--- config.mk ---
export PLATFORM = sky130hd
export DESIGN_NAME = ptwbl_cell
export DESIGN_NICKNAME = d
export VERILOG_FILES = /design/src/hw/rtl/ptwbl_pkg.sv /design/src/hw/rtl/ptwbl_cell.sv
export SDC_FILE = /design/constraint.sdc
export NUM_CORES = 1
export LEC_CHECK = 0
export BUFFER_PORTS_ARGS = -buffer_cell sky130_fd_sc_hd__buf_2
export CORE_ASPECT_RATIO = 1.4
export CORE_MARGIN = 2
export CORE_UTILIZATION = 62
export CTS_CLUSTER_DIAMETER = 150
export DETAILED_ROUTE_END_ITERATION = 10
export PLACE_DENSITY = 0.87
export SYNTH_ARGS = -nofsm -noshare
export SYNTH_HDL_FRONTEND = slang
export SYNTH_SLANG_ARGS = --single-unit
--- constraint.sdc ---
create_clock -name aclk -period 27.2 [get_ports aclk]
set_clock_uncertainty 0.05 [all_clocks]
set_input_delay 4.08 -clock aclk [delete_from_list [all_inputs] [get_ports aclk]]
set_output_delay 4.08 -clock aclk [all_outputs]
set_load 0.05 [all_outputs]
--- src/hw/rtl/ptwbl_pkg.sv ---
`default_nettype none

package ptwbl_pkg;

    // Table size and configuration port shape.
    localparam int TableEntriesDefault = 16;
    localparam int CfgAddrWidth        = 2;
    localparam int CfgDataWidth        = 32;

    // Register indexes on the configuration port.
    localparam logic [CfgAddrWidth-1:0] REG_BUFFER_LIMIT = 2'd0;
    localparam logic [CfgAddrWidth-1:0] REG_HEADER_BYTES = 2'd1;
    localparam logic [CfgAddrWidth-1:0] REG_TIME_LIMIT   = 2'd2;

    // Register reset values.
    localparam logic [15:0] BUFFER_LIMIT_RESET = 16'd2048;
    localparam logic [7:0]  HEADER_BYTES_RESET = 8'd16;
    localparam logic [31:0] TIME_LIMIT_RESET   = 32'd100000;

    // Result status codes.
    localparam logic [1:0] ST_ACCEPTED = 2'd0;
    localparam logic [1:0] ST_TOO_LATE = 2'd1;
    localparam logic [1:0] ST_BUF_FULL = 2'd2;
    localparam logic [1:0] ST_TAB_FULL = 2'd3;

    // Header under lookup, broadcast to every cell.
    typedef struct packed {
        logic [31:0] msg_type;
        logic [31:0] msg_time;
        logic [31:0] msg_len;
        logic        late;
    } item_t;

    // Limits that the cells need for the buffer check.
    typedef struct packed {
        logic [15:0] buffer_limit;
        logic [7:0]  header_bytes;
    } limits_t;

    // Result reported by the cell that resolves the header.
    typedef struct packed {
        logic        valid;
        logic [1:0]  status;
        logic [31:0] msg_count;
        logic [31:0] second_count;
    } cell_res_t;

    // Increment that sticks at the all-ones value.
    function automatic logic [31:0] sat_inc(input logic [31:0] value);
        logic [31:0] result;
        result = (value == 32'hFFFF_FFFF) ? value : value + 32'd1;
        return result;
    endfunction

endpackage

`default_nettype wire

--- src/hw/rtl/ptwbl_cell.sv ---
`default_nettype none

// One table entry. A probe bit enters from the left neighbor; the cell either
// resolves the header (matching key or free entry) or hands the probe on.
module ptwbl_cell
    import ptwbl_pkg::*;
(
    input  wire logic      aclk,
    input  wire logic      aresetn,
    input  wire logic      advance,
    input  wire logic      probe_in,
    input  wire item_t     item,
    input  wire limits_t   limits,
    output logic           probe_out,
    output cell_res_t      res
);

    logic        valid_reg;
    logic        probe_reg;
    logic [31:0] key_reg;
    logic [31:0] acc_reg;
    logic [31:0] sec_reg;
    logic [31:0] last_reg;
    logic [15:0] used_reg;

    logic        hit;
    logic        take;
    logic        resolve;
    logic        update;
    logic [31:0] base_acc;
    logic [31:0] base_sec;
    logic [31:0] base_last;
    logic [15:0] base_used;
    logic        new_second;
    logic [31:0] sec_next;
    logic [15:0] used_mid;
    logic [33:0] need;
    logic        buf_full;
    logic [31:0] acc_next;
    logic [15:0] used_next;

    // Lookup: the probe stops at the matching entry or the first free one.
    assign hit       = valid_reg && (key_reg == item.msg_type);
    assign take      = !valid_reg;
    assign resolve   = hit || take;
    assign probe_out = probe_reg && !resolve;
    assign update    = advance && probe_reg && resolve && !item.late;

    // Counts as seen by this header, with a freshly taken entry zeroed.
    always_comb begin
        base_acc   = take ? 32'd0 : acc_reg;
        base_sec   = take ? 32'd0 : sec_reg;
        base_last  = take ? 32'd0 : last_reg;
        base_used  = take ? 16'd0 : used_reg;
        new_second = (base_last != item.msg_time);
        sec_next   = new_second ? sat_inc(base_sec) : base_sec;
        used_mid   = new_second ? 16'd0 : base_used;
        need       = {18'd0, used_mid} + {2'd0, item.msg_len} + {26'd0, limits.header_bytes};
        buf_full   = need > {18'd0, limits.buffer_limit};
        acc_next   = buf_full ? base_acc : sat_inc(base_acc);
        used_next  = buf_full ? used_mid : used_mid + item.msg_len[15:0];
    end

    // Report the outcome while the probe sits here.
    always_comb begin
        res = '0;
        if (probe_reg && resolve) begin
            res.valid = 1'b1;
            if (item.late) begin
                res.status       = ST_TOO_LATE;
                res.msg_count    = hit ? acc_reg : 32'd0;
                res.second_count = hit ? sec_reg : 32'd0;
            end else begin
                res.status       = buf_full ? ST_BUF_FULL : ST_ACCEPTED;
                res.msg_count    = acc_next;
                res.second_count = sec_next;
            end
        end
    end

    // Control state: entry in use and probe position.
    always_ff @(posedge aclk) begin
        if (!aresetn) begin
            valid_reg <= 1'b0;
            probe_reg <= 1'b0;
        end else begin
            if (advance) begin
                probe_reg <= probe_in;
            end
            if (update) begin
                valid_reg <= 1'b1;
            end
        end
    end

    // Entry payload.
    always_ff @(posedge aclk) begin
        if (update) begin
            key_reg  <= item.msg_type;
            acc_reg  <= acc_next;
            sec_reg  <= sec_next;
            last_reg <= item.msg_time;
            used_reg <= used_next;
        end
    end

endmodule

`default_nettype wire

Yosys cells after proc, flatten, opt, wreduce, memory -nomap -nowiden
Index checks and enable logic that the tools add are counted.

Flip-flop bits (word level): 146. Bits in latches: 0. RAM bits: 0. Memory bits (read-only): 0. Bits of input ports: 125. Word-level logic and storage cells: 42. Memories kept: 0.

Add/sub/neg operators: 5. Multiply operators: 0. Divide/modulo/power cells: 0. $lt $le $gt $ge: 1. Equality and inequality tests: 4. Shifts and indexed selects: 0. Mux-type cells: 15. Bitwise logic cells: 0. Reduce and logical (&&, ||, !) cells: 10.

Operators with widths (number): 2-to-1 mux 32 bit (9); 2-to-1 mux 67 bit (1); 2-to-1 mux 66 bit (1); adder 32 x 1 -> 32 bit (second input constant) (2); == test 32 bit (second input constant) (2); 2-to-1 mux 16 bit (3); adder 33 x 8 -> 34 bit (1); greater-than comparator 34 x 16 -> 1 bit (1); adder 16 x 32 -> 33 bit (1); == test 32 bit (1); != test 32 bit (1); adder 16 bit (1); logical AND 1 bit (6); zero test 1 bit (3); 2-to-1 mux 2 bit (1); logical OR 1 bit (1).

Longest topological paths before layout
Gate-level depths: netlist of the first run.

Depth after elaboration: 9. Mapped depth: 36.

Worst setup path after synthesis of the first run
Ideal clock, no wire load.

Path type: input-to-output. Start point: input port item[46] in the netlist's numbering. End point: output port res[43] in the netlist's numbering. Arrival: 11.412 ns. Data required time: 23.070 ns. Slack: 11.658 ns. Stages: 32. Cells stage by stage: nor4bb_1 a31oi_1 a2bb2oi_1 or4_1 nor4_1 and3_1 clkbuf_1 clkbuf_1 and2_1 nand2_1 inv_1 fa_1 ha_1 inv_1 fa_1 nor2b_1 o31a_1 o21ai_0 nor2b_1 xnor2_1 ha_1 a211oi_1 nor2_1 a2111oi_0 o32ai_1 a211o_1 nor4_1 o2111ai_1 nor3b_4 buf_2 nand3_1 o311ai_1.

RTL lines: start, declared (RTL line ptwbl_cell.sv:12) `input wire item_t item,`; end, declared (RTL line ptwbl_cell.sv:15) `output cell_res_t res`.

==> results of run 1 <==
## where the power goes
part	switching, mW	internal [mW]	leakage, nW
logic	0.0402	0.0279	3.55
clock network	0.106	0.138	0.296
registers	0.00283	0.250	1.31
total	0.149	0.416	5.16
## logic make-up after synthesis
| family | synth area share |
|---|---|
| adder cells (fa/ha/maj) | 0.0839 |
| AO/OA/AOI/OAI | 0.157 |
| multiplexers | 0.0260 |
| AND/OR/NAND/NOR | 0.210 |
| XOR/XNOR | 0.103 |
| flip-flops | 0.387 |
| buffers and inverters | 0.0336 |
## metal layers
metal	up-vias	track usage
met5	-	0
li1	4844	-
met1	4849	0.339
met4	0	0.151
met3	94	0.0594
met2	528	0.562
## layout make-up
cell class	count	area [um^2]
Fill cell	1319	4900
Sequential cell	146	4370
Multi-Input combinational cell	970	6540
Inverter	54	203
Clock buffer	17	425
Clock inverter	15	175
Tap cell	240	300
Timing Repair Buffer	199	1010
## worst max path at each step
| stage | startpoint | end | slack, ps | depth (start not counted) |
|---|---|---|---|---|
| final | item[46] | res[46] | 10070 | 32 |
| after global routing | item[46] | res[46] | 9430 | 32 |
| after CTS | item[46] | res[46] | 10100 | 32 |
| after detailed placement | item[46] | res[46] | 10180 | 32 |
| after global placement | item[46] | res[46] | 10380 | 32 |
| after floorplan | item[46] | res[43] | 11660 | 32 |
## critical path, delay by kind of cell
family,cells,cell delay (ps)
AO/OA/AOI/OAI,10,2390
XOR/XNOR,1,140
adder cells (fa/ha/maj),4,1130
buffers and inverters,4,610
AND/OR/NAND/NOR,13,4650
## stage by stage
stage,hold WS [ps],utilization
2_1_floorplan,483,-
3_3_place_gp,495,0.693
3_5_place_dp,508,0.693
4_1_cts,552,0.727
5_1_grt,601,0.727
6_report,560,0.727
## cells in the mapped netlist (7+ instances only)
master / n / area [um^2]
sky130_fd_sc_hd__a211o_1: 8 / 70.1
sky130_fd_sc_hd__a21o_1: 12 / 90.1
sky130_fd_sc_hd__a21oi_1: 43 / 215
sky130_fd_sc_hd__a22o_1: 14 / 123
sky130_fd_sc_hd__a22oi_1: 11 / 82.6
sky130_fd_sc_hd__a31oi_1: 11 / 68.8
sky130_fd_sc_hd__and2_1: 8 / 50.1
sky130_fd_sc_hd__and3_1: 31 / 194
sky130_fd_sc_hd__and4_1: 7 / 61.3
sky130_fd_sc_hd__buf_2: 9 / 45.0
sky130_fd_sc_hd__clkbuf_1: 35 / 131
sky130_fd_sc_hd__edfxtp_1: 144 / 4320
sky130_fd_sc_hd__fa_1: 16 / 320
sky130_fd_sc_hd__ha_1: 50 / 626
sky130_fd_sc_hd__inv_1: 52 / 195
sky130_fd_sc_hd__mux2_2: 16 / 180
sky130_fd_sc_hd__mux2i_1: 9 / 90.1
sky130_fd_sc_hd__nand2_1: 146 / 548
sky130_fd_sc_hd__nand3_1: 64 / 320
sky130_fd_sc_hd__nand4_1: 27 / 169
sky130_fd_sc_hd__nor2_1: 109 / 409
sky130_fd_sc_hd__nor2b_1: 11 / 68.8
sky130_fd_sc_hd__nor3_1: 21 / 105
sky130_fd_sc_hd__nor4_1: 16 / 100
sky130_fd_sc_hd__o21a_1: 7 / 52.6
sky130_fd_sc_hd__o21ai_0: 63 / 315
sky130_fd_sc_hd__o31ai_1: 21 / 158
sky130_fd_sc_hd__or3_1: 11 / 68.8
sky130_fd_sc_hd__xnor2_1: 58 / 508
sky130_fd_sc_hd__xor2_1: 74 / 648
==> impl_metrics.prom, run 1 <==
# TYPE chip_impl_metric gauge
chip_impl_metric{name="pin_count_of_the_biggest_net_entering_global_routing",unit=""} 80
chip_impl_metric{name="worst_slew_pin_slew",unit="ps"} 1160
chip_impl_metric{name="final_critical_path_setup_slack",unit="ps"} 10070
chip_impl_metric{name="first_iter_violations",unit=""} 1132
chip_impl_metric{name="drt.antenna.violating_nets",unit=""} 0
chip_impl_info{name="layout.cells.most_common",value="sky130_fd_sc_hd__buf_2"} 1
chip_impl_metric{name="layoutNonFillerInstCount",unit=""} 1641
chip_impl_metric{name="wl_met3",unit="mm"} 2.45
chip_impl_metric{name="yosys.cell_types.count",unit=""} 73
chip_impl_metric{name="die-area",unit="um^2"} 19300
chip_impl_info{name="critical_path_class",value="input pin to output port"} 1
chip_impl_metric{name="final_setup_viols",unit=""} 0
chip_impl_metric{name="setup_tns",unit="ps"} 0
chip_impl_metric{name="wire_per_inst",unit="um"} 18.4
chip_impl_metric{name="initial_utilization",unit=""} 0.629
chip_impl_metric{name="drv_cap",unit=""} 0
chip_impl_metric{name="num-nets-final",unit=""} 1579
chip_impl_info{name="worst_hold_path.endpoint",value="probe_reg"} 1
chip_impl_metric{name="placed_area",unit="um^2"} 12400
chip_impl_metric{name="pwr_density_cell",unit="nW/um^2"} 43.4
chip_impl_metric{name="irDropWorstVdd",unit="V"} 0.0000496
chip_impl_metric{name="placeableCoreArea",unit="um^2"} 17900
chip_impl_info{name="commonest_cells_after_routing_fill_and_taps_aside",value="sky130_fd_sc_hd__buf_2, sky130_fd_sc_hd__nand2_1, sky130_fd_sc_hd__edfxtp_1, sky130_fd_sc_hd__nor2_1, sky130_fd_sc_hd__xor2_1"} 1
chip_impl_info{name="timing.rr.start",value="valid_reg"} 1
chip_impl_metric{name="clk-insertion-delay-late",unit="ps"} 440
chip_impl_metric{name="num_io_pins",unit=""} 193
chip_impl_metric{name="gp_congestion",unit=""} 0.944
chip_impl_metric{name="finalWirelength",unit="mm"} 30.2
chip_impl_metric{name="leakage",unit="nW"} 5.16
chip_impl_metric{name="timing.max_slew.rel_slack",unit=""} 0.224
chip_impl_metric{name="worst_ep_arrival_time",unit="ps"} 13000
chip_impl_info{name="synth_top_flop_cell",value="sky130_fd_sc_hd__edfxtp_1"} 1
chip_impl_info{name="cts-root-buf",value="sky130_fd_sc_hd__clkbuf_16"} 1
chip_impl_info{name="crit_path_start_kind",value="input pin"} 1
chip_impl_info{name="grt_setup_unrepaired",value="false"} 1
chip_impl_metric{name="totalPowerFinal",unit="uW"} 565
chip_impl_metric{name="layout.cell_area.non_filler",unit="um^2"} 13000
chip_impl_metric{name="ys.warnings.count",unit=""} 0
chip_impl_metric{name="numClockSinks",unit=""} 146
chip_impl_metric{name="drt_pass1_iterations",unit=""} 6
chip_impl_info{name="top_layer",value="met4"} 1
chip_impl_metric{name="cp_slowest_stage_delay",unit="ps"} 990
chip_impl_metric{name="dp.final_hpwl",unit="mm"} 21.6
chip_impl_metric{name="max_freq",unit="GHz"} 0.0584
chip_impl_metric{name="count_of_unresolved_drc_violations_after_routing",unit=""} 0
chip_impl_metric{name="slew_viol_final",unit=""} 0
chip_impl_metric{name="wl_met1",unit="mm"} 11.1
chip_impl_metric{name="hold_buffers",unit=""} 0
chip_impl_metric{name="dp_worst_setup_slack",unit="ps"} 10180
chip_impl_metric{name="synthArstFlopShare",unit=""} 0
chip_impl_metric{name="final.period_utilization",unit=""} 0.630
chip_impl_info{name="tritoncts",value="built"} 1
chip_impl_metric{name="grt_residual_overflow",unit=""} 0
chip_impl_metric{name="ctsHtreeMaxLevel",unit=""} 4
chip_impl_info{name="critical_path.endpoint_type",value="output port"} 1
chip_impl_metric{name="critical_path_fanout_max",unit=""} 28
chip_impl_metric{name="min_period",unit="ps"} 17130
chip_impl_info{name="worst_r2r_endpoint",value="acc_reg[27]"} 1
chip_impl_metric{name="antennaDiodeCount",unit=""} 0
chip_impl_metric{name="synth_enable_flop_cells",unit=""} 144
chip_impl_metric{name="seq_area_frac_synth",unit=""} 0.387
chip_impl_metric{name="number_of_antenna_violations_at_the_first_check_in_global_routing",unit=""} 0
chip_impl_metric{name="floorplan.die.height",unit="um"} 164
chip_impl_metric{name="synth_area_per_cell",unit="um^2"} 9.28
chip_impl_metric{name="netlist_instances",unit=""} 1214
chip_impl_metric{name="worst-r2r-cell-count",unit=""} 30
chip_impl_metric{name="die_w",unit="um"} 118
chip_impl_metric{name="detailroute.via_count",unit=""} 10300
chip_impl_metric{name="cts_max_path_buffers",unit=""} 2
chip_impl_metric{name="port_buffers",unit=""} 192
chip_impl_metric{name="wire_length_of_the_first_global_routing_pass",unit="mm"} 47.4
chip_impl_metric{name="worst-endpoint-required",unit="ps"} 23070
chip_impl_metric{name="final_layout_size_suffix_gt1_frac",unit=""} 0.191
chip_impl_metric{name="ctsResizeCount",unit=""} 0
chip_impl_metric{name="placement_rows",unit=""} 58
chip_impl_metric{name="viasPerCell",unit=""} 6.29
chip_impl_metric{name="reg2reg_setup_slack",unit="ps"} 17990
chip_impl_metric{name="synth.cell_area",unit="um^2"} 11300
chip_impl_metric{name="grt.total_usage",unit=""} 0.307
chip_impl_info{name="min-delay-path-class",value="register to register"} 1
chip_impl_metric{name="hold_depth",unit=""} 2
chip_impl_metric{name="postSynthRegisterBits",unit=""} 146
chip_impl_info{name="holdCritStartpoint",value="probe_reg"} 1
chip_impl_metric{name="synth_to_final_area_change",unit="%"} 15.6
chip_impl_metric{name="post_cts_setup_buffer_count",unit=""} 0
chip_impl_metric{name="tritoncts.num_buffers",unit=""} 17
chip_impl_metric{name="timing.final.hold_violations",unit=""} 0
chip_impl_info{name="run_status",value="completed"} 1
chip_impl_info{name="timing.critical_path.slowest_stage_cell",value="sky130_fd_sc_hd__nor3b_4"} 1
chip_impl_metric{name="first_global_vias",unit=""} 9988
chip_impl_metric{name="placed_cells",unit=""} 1609
chip_impl_metric{name="route.met2.wl",unit="mm"} 15.4
chip_impl_metric{name="postSynthNetCount",unit=""} 1405
chip_impl_metric{name="clk_pin_slew_worst_paths",unit="ps"} 60
Note: power is estimated with default switching activity, not from simulation.
==> run 2: changes to the inputs <==
- CORE_UTILIZATION: 62 -> 52
- PLACE_DENSITY: 0.87 -> 0.78
- clock period: 27.2 -> 15.4 ns (I/O delays scaled with it)
==> impl_metrics.prom, run 2 (synthesis results as in run 1) <==
# TYPE chip_impl_metric gauge
chip_impl_metric{name="leakage",unit="nW"} 5.16
chip_impl_metric{name="pin_count_of_the_biggest_net_entering_global_routing",unit=""} 89
chip_impl_metric{name="port_buffers",unit=""} 192
chip_impl_metric{name="critical_path_fanout_max",unit=""} 21
chip_impl_metric{name="cts_max_path_buffers",unit=""} 2
chip_impl_metric{name="initial_utilization",unit=""} 0.531
chip_impl_metric{name="num_io_pins",unit=""} 193
chip_impl_metric{name="die-area",unit="um^2"} 22900
chip_impl_info{name="layout.cells.most_common",value="sky130_fd_sc_hd__buf_2"} 1
chip_impl_metric{name="final.period_utilization",unit=""} 0.859
chip_impl_info{name="commonest_cells_after_routing_fill_and_taps_aside",value="sky130_fd_sc_hd__buf_2, sky130_fd_sc_hd__nand2_1, sky130_fd_sc_hd__edfxtp_1, sky130_fd_sc_hd__nor2_1, sky130_fd_sc_hd__xor2_1"} 1
chip_impl_info{name="tritoncts",value="built"} 1
chip_impl_metric{name="clk-insertion-delay-late",unit="ps"} 420
chip_impl_metric{name="first_iter_violations",unit=""} 811
chip_impl_metric{name="slew_viol_final",unit=""} 0
chip_impl_metric{name="sum_of_buffers_and_inverters_on_the_critical_path",unit=""} 6
chip_impl_info{name="grt_setup_unrepaired",value="false"} 1
chip_impl_info{name="critical_path.endpoint_type",value="output port"} 1
chip_impl_metric{name="min_period",unit="ps"} 13230
chip_impl_info{name="worst_r2r_endpoint",value="acc_reg[14]"} 1
chip_impl_metric{name="worst-endpoint-required",unit="ps"} 13040
chip_impl_info{name="crit_path_start_kind",value="input pin"} 1
chip_impl_metric{name="floorplan.die.height",unit="um"} 178
chip_impl_metric{name="antennaDiodeCount",unit=""} 0
chip_impl_metric{name="dp.final_hpwl",unit="mm"} 21.6
chip_impl_metric{name="worst-r2r-cell-count",unit=""} 30
chip_impl_info{name="cts-root-buf",value="sky130_fd_sc_hd__clkbuf_16"} 1
chip_impl_metric{name="viasPerCell",unit=""} 6.05
chip_impl_metric{name="drv_cap",unit=""} 0
chip_impl_info{name="timing.rr.start",value="valid_reg"} 1
chip_impl_metric{name="final_layout_size_suffix_gt1_frac",unit=""} 0.190
chip_impl_metric{name="post_cts_setup_buffer_count",unit=""} 0
chip_impl_metric{name="count_of_unresolved_drc_violations_after_routing",unit=""} 0
chip_impl_metric{name="finalWirelength",unit="mm"} 29.1
chip_impl_metric{name="number_of_antenna_violations_at_the_first_check_in_global_routing",unit=""} 0
chip_impl_metric{name="critical_path_cell_count",unit=""} 33
chip_impl_metric{name="wire_length_of_the_first_global_routing_pass",unit="mm"} 46.5
chip_impl_metric{name="timing.max_slew.rel_slack",unit=""} 0.216
chip_impl_metric{name="synth_to_final_area_change",unit="%"} 16.1
chip_impl_metric{name="numClockSinks",unit=""} 146
chip_impl_metric{name="timing.final.hold_violations",unit=""} 0
chip_impl_metric{name="reg2reg_setup_slack",unit="ps"} 6660
chip_impl_metric{name="final_core_util",unit=""} 0.617
chip_impl_metric{name="wire_per_inst",unit="um"} 17.5
chip_impl_metric{name="clk_pin_slew_worst_paths",unit="ps"} 60
chip_impl_metric{name="pwr_density_cell",unit="nW/um^2"} 76.5
chip_impl_metric{name="final_setup_viols",unit=""} 0
chip_impl_metric{name="placeableCoreArea",unit="um^2"} 21200
chip_impl_metric{name="tritoncts.num_buffers",unit=""} 17
chip_impl_metric{name="ctsResizeCount",unit=""} 0
chip_impl_metric{name="max_freq",unit="GHz"} 0.0756
chip_impl_metric{name="drt_pass1_iterations",unit=""} 5
chip_impl_info{name="timing.critical_path.slowest_stage_cell",value="sky130_fd_sc_hd__and3_1"} 1
chip_impl_info{name="cp-startpoint",value="item[46]"} 1
chip_impl_metric{name="hold_buffers",unit=""} 0
chip_impl_metric{name="die_w",unit="um"} 128
chip_impl_metric{name="hold_depth",unit=""} 2
chip_impl_info{name="worst_path_dominant_cell_family",value="simple AND/OR/NAND/NOR gates"} 1
chip_impl_metric{name="worst_slew_pin_slew",unit="ps"} 1180
chip_impl_metric{name="placement_rows",unit=""} 63
chip_impl_metric{name="num-nets-final",unit=""} 1581
chip_impl_metric{name="setup_tns",unit="ps"} 0
chip_impl_metric{name="totalPowerFinal",unit="mW"} 1.00
chip_impl_metric{name="grt.total_usage",unit=""} 0.255
chip_impl_metric{name="ctsHtreeMaxLevel",unit=""} 4
chip_impl_metric{name="drt.antenna.violating_nets",unit=""} 0
chip_impl_metric{name="irDropWorstVdd",unit="V"} 0.0000953
chip_impl_metric{name="first_global_vias",unit=""} 9916
chip_impl_info{name="min-delay-path-class",value="register to register"} 1
chip_impl_info{name="path_common_cell",value="sky130_fd_sc_hd__inv_1"} 1
chip_impl_metric{name="grt_residual_overflow",unit=""} 0
chip_impl_info{name="critical_path_class",value="input pin to output port"} 1
chip_impl_metric{name="worst_ep_arrival_time",unit="ps"} 10870
chip_impl_metric{name="cp_slowest_stage_delay",unit="ps"} 660
chip_impl_info{name="run_status",value="completed"} 1
chip_impl_metric{name="detailroute.via_count",unit=""} 10100
chip_impl_metric{name="gp_congestion",unit=""} 0.904
chip_impl_info{name="critPathCapture",value="res[46]"} 1
[run 2: per-stage QoR]
step	hold slack [ps]	cell area [um^2]	setup slack [ps]	std cells
after global routing	557	13100	1530	1663
after CTS	545	13100	2210	1663
after floorplan	483	11300	3400	1214
after global placement	503	12500	2390	1631
final	549	13100	2170	1663
after detailed placement	514	12500	2250	1631
[run 2: layout make-up]
| cell class | count | area, um^2 |
|---|---|---|
| Inverter | 54 | 203 |
| Clock buffer | 19 | 433 |
| Timing Repair Buffer | 201 | 1030 |
| Clock inverter | 13 | 185 |
| Sequential cell | 146 | 4370 |
| Tap cell | 260 | 325 |
| Multi-Input combinational cell | 970 | 6540 |
| Fill cell | 1836 | 8120 |
[run 2: power by group]
group / switching (mW) / internal [mW] / leakage, nW / total, mW
sequential: 0.00472 / 0.442 / 1.31 / 0.446
clock: 0.164 / 0.271 / 0.289 / 0.435
combinational: 0.0701 / 0.0495 / 3.56 / 0.120
total: 0.239 / 0.762 / 5.16 / 1.00
[run 2: worst min-delay path by stage]
| stage | slack, ps | from | end |
|---|---|---|---|
| 6_report | 550 | probe_reg | probe_reg |
| 5_1_grt | 560 | probe_reg | probe_reg |
| 2_1_floorplan | 480 | probe_reg | probe_reg |
| 3_3_place_gp | 500 | probe_reg | probe_reg |
| 3_5_place_dp | 510 | probe_reg | probe_reg |
| 4_1_cts | 550 | probe_reg | probe_reg |
[run 2: per-layer routing]
layer  up-vias  global-route usage  wire length, um
met5         -                   0                0
met4         0               0.136             1320
met3        89              0.0543             2090
met2       396               0.446            14300
met1      4718               0.290            11400
li1       4855                   -                -
[run 2: worst reg2reg max path, delay by kind of cell (launching register included)]
kind / cells / cell delay, ps
AND/OR/NAND/NOR: 10 / 3200
AO/OA/AOI/OAI: 10 / 2560
adder cells (fa/ha/maj): 4 / 1130
buffers and inverters: 5 / 780
flip-flops: 1 / 640
XOR/XNOR: 1 / 140
==> run 3: changes to the inputs <==
- CORE_MARGIN: 2 -> default
==> impl_metrics.prom, run 3 (synthesis results as in run 1) <==
# TYPE chip_impl_metric gauge
chip_impl_info{name="run_status",value="completed"} 1
chip_impl_metric{name="final_setup_viols",unit=""} 0
chip_impl_info{name="crit_path_start_kind",value="input pin"} 1
chip_impl_info{name="layout.cells.most_common",value="sky130_fd_sc_hd__buf_2"} 1
chip_impl_metric{name="viasPerCell",unit=""} 5.94
chip_impl_metric{name="timing.final.hold_violations",unit=""} 0
chip_impl_metric{name="sum_of_buffers_and_inverters_on_the_critical_path",unit=""} 6
chip_impl_metric{name="grt_residual_overflow",unit=""} 0
chip_impl_info{name="min-delay-path-class",value="register to register"} 1
chip_impl_metric{name="global_route.usage.met2",unit=""} 0.470
chip_impl_info{name="grt_setup_unrepaired",value="false"} 1
chip_impl_metric{name="synth_to_final_area_change",unit="%"} 15.6
chip_impl_metric{name="share_clk_of_total_power",unit=""} 0.415
chip_impl_metric{name="grt.total_usage",unit=""} 0.264
chip_impl_metric{name="num_io_pins",unit=""} 193
chip_impl_metric{name="worst_ep_arrival_time",unit="ps"} 10460
chip_impl_metric{name="hold_ws",unit="ps"} 531
chip_impl_metric{name="port_buffers",unit=""} 192
chip_impl_metric{name="drt_pass1_iterations",unit=""} 5
chip_impl_metric{name="final_layout_size_suffix_gt1_frac",unit=""} 0.189
chip_impl_metric{name="numClockSinks",unit=""} 146
chip_impl_metric{name="met1_track_demand_over_resource",unit=""} 0.302
chip_impl_metric{name="drv_cap",unit=""} 0
chip_impl_info{name="commonest_cells_after_routing_fill_and_taps_aside",value="sky130_fd_sc_hd__buf_2, sky130_fd_sc_hd__nand2_1, sky130_fd_sc_hd__edfxtp_1, sky130_fd_sc_hd__nor2_1, sky130_fd_sc_hd__xor2_1"} 1
chip_impl_metric{name="grt.met3_usage",unit=""} 0.0561
chip_impl_metric{name="antennaDiodeCount",unit=""} 0
chip_impl_metric{name="num-nets-final",unit=""} 1581
chip_impl_metric{name="setup_tns",unit="ps"} 0
chip_impl_metric{name="first_global_vias",unit=""} 9726
chip_impl_metric{name="irDropWorstVdd",unit="V"} 0.0000944
chip_impl_metric{name="die_w",unit="um"} 126
chip_impl_metric{name="sw_frac_of_total",unit=""} 0.247
chip_impl_metric{name="placeableCoreArea",unit="um^2"} 21200
chip_impl_info{name="top_usage_layer",value="met2"} 1
chip_impl_metric{name="final.period_utilization",unit=""} 0.833
chip_impl_metric{name="placement_rows",unit=""} 63
chip_impl_metric{name="p_int",unit="uW"} 729
chip_impl_metric{name="hold_depth",unit=""} 2
chip_impl_metric{name="worst-r2r-cell-count",unit=""} 31
chip_impl_metric{name="ctsHtreeMaxLevel",unit=""} 4
chip_impl_metric{name="ctsResizeCount",unit=""} 0
chip_impl_metric{name="clk-insertion-delay-late",unit="ps"} 420
chip_impl_metric{name="detailroute.via_count",unit=""} 9870
chip_impl_metric{name="wire_per_inst",unit="um"} 17.3
chip_impl_info{name="worst_r2r_endpoint",value="acc_reg[27]"} 1
chip_impl_metric{name="gp_congestion",unit=""} 0.924
chip_impl_info{name="path_common_cell",value="sky130_fd_sc_hd__inv_1"} 1
chip_impl_metric{name="reg2reg_setup_slack",unit="ps"} 7180
chip_impl_metric{name="worst_slew_pin_slew",unit="ps"} 1140
chip_impl_metric{name="tritoncts.num_buffers",unit=""} 17
chip_impl_metric{name="clk_pin_slew_worst_paths",unit="ps"} 60
chip_impl_metric{name="cp_slowest_stage_delay",unit="ps"} 650
chip_impl_metric{name="sequential_share_of_power",unit=""} 0.461
chip_impl_metric{name="combPwrFrac",unit=""} 0.125
chip_impl_metric{name="wire_length_of_the_first_global_routing_pass",unit="mm"} 46.5
chip_impl_info{name="timing.rr.start",value="last_reg[13]"} 1
chip_impl_metric{name="leakage",unit="nW"} 5.14
chip_impl_metric{name="first_iter_violations",unit=""} 532
chip_impl_metric{name="floorplan.die.height",unit="um"} 176
chip_impl_metric{name="dp.final_hpwl",unit="mm"} 21.3
chip_impl_info{name="worst_hold_path.endpoint",value="probe_reg"} 1
chip_impl_metric{name="count_of_unresolved_drc_violations_after_routing",unit=""} 0
chip_impl_metric{name="post_cts_setup_buffer_count",unit=""} 0
chip_impl_info{name="cts-root-buf",value="sky130_fd_sc_hd__clkbuf_16"} 1
chip_impl_metric{name="hold_buffers",unit=""} 0
chip_impl_metric{name="worst-endpoint-required",unit="ps"} 13040
chip_impl_metric{name="p_sw",unit="uW"} 239
chip_impl_metric{name="number_of_antenna_violations_at_the_first_check_in_global_routing",unit=""} 0
chip_impl_metric{name="initial_utilization",unit=""} 0.531
chip_impl_metric{name="slew_viol_final",unit=""} 0
chip_impl_info{name="cp-startpoint",value="item[46]"} 1
chip_impl_info{name="critical_path.endpoint_type",value="output port"} 1
chip_impl_metric{name="cts_max_path_buffers",unit=""} 2
chip_impl_info{name="holdCritStartpoint",value="probe_reg"} 1
chip_impl_metric{name="pwr_density_cell",unit="nW/um^2"} 74.3
chip_impl_metric{name="max_freq",unit="GHz"} 0.0780
chip_impl_metric{name="critical_path_fanout_max",unit=""} 28
chip_impl_info{name="timing.critical_path.slowest_stage_cell",value="sky130_fd_sc_hd__and3_1"} 1
chip_impl_info{name="critical_path_class",value="input pin to output port"} 1
chip_impl_metric{name="timing.max_slew.rel_slack",unit=""} 0.234
chip_impl_metric{name="finalWirelength",unit="mm"} 28.7
chip_impl_metric{name="drt.antenna.violating_nets",unit=""} 0
chip_impl_metric{name="min_period",unit="ps"} 12820
chip_impl_metric{name="die-area",unit="um^2"} 22300
chip_impl_metric{name="pin_count_of_the_biggest_net_entering_global_routing",unit=""} 75
chip_impl_info{name="worst_path_dominant_cell_family",value="simple AND/OR/NAND/NOR gates"} 1
chip_impl_info{name="tritoncts",value="built"} 1
==> run 3: worst max path at each step <==
stage	endpoint	slack [ps]	cells past startpoint
6_report	res[46]	2580	33
5_1_grt	res[46]	1730	33
4_1_cts	res[46]	2560	33
3_5_place_dp	res[46]	2570	33
3_3_place_gp	res[46]	2730	33
2_1_floorplan	res[43]	3400	32
==> run 3: power groups by stage <==
stage	clock, mW	combinational [mW]	sequential [mW]
floorplan	0	0.0753	0.454
global placement	0	0.118	0.454
detailed placement	0	0.120	0.454
CTS	0.408	0.121	0.446
global route	0.422	0.136	0.446
finish	0.401	0.120	0.446
==> run 3: metal layers <==
metal  vias to the layer above  share of wire
met5                         -              0
met4                         0          0.039
met3                        78          0.063
met2                       335           0.51
met1                      4599           0.39
li1                       4858              -
==> run 3: final cells by class <==
cell class                      count  area (um^2)
Tap cell                          260          325
Fill cell                        1783         8170
Sequential cell                   146         4370
Clock inverter                     12          135
Clock buffer                       19          433
Multi-Input combinational cell    970         6540
Inverter                           54          203
Timing Repair Buffer              201         1030
==> run 3: per-stage QoR <==
step	setup WS, ps	instances	area, um^2	power (mW)	util
4_1_cts	2560	1662	13000	0.975	0.615
5_1_grt	1730	1662	13000	1.00	0.615
2_1_floorplan	3400	1214	11300	0.529	-
6_report	2580	1662	13000	0.968	0.615
3_3_place_gp	2730	1631	12500	0.571	0.588
3_5_place_dp	2570	1631	12500	0.574	0.588
==> run 3: worst register-to-register path, delay by kind of cell, from the launching register on <==
family / cells / cell delay [ps]
buf+inv: 4 / 560
simple gates: 12 / 3460
xor+xnor: 1 / 140
flops: 1 / 410
fa+ha+maj: 4 / 1130
compound gates: 10 / 2360
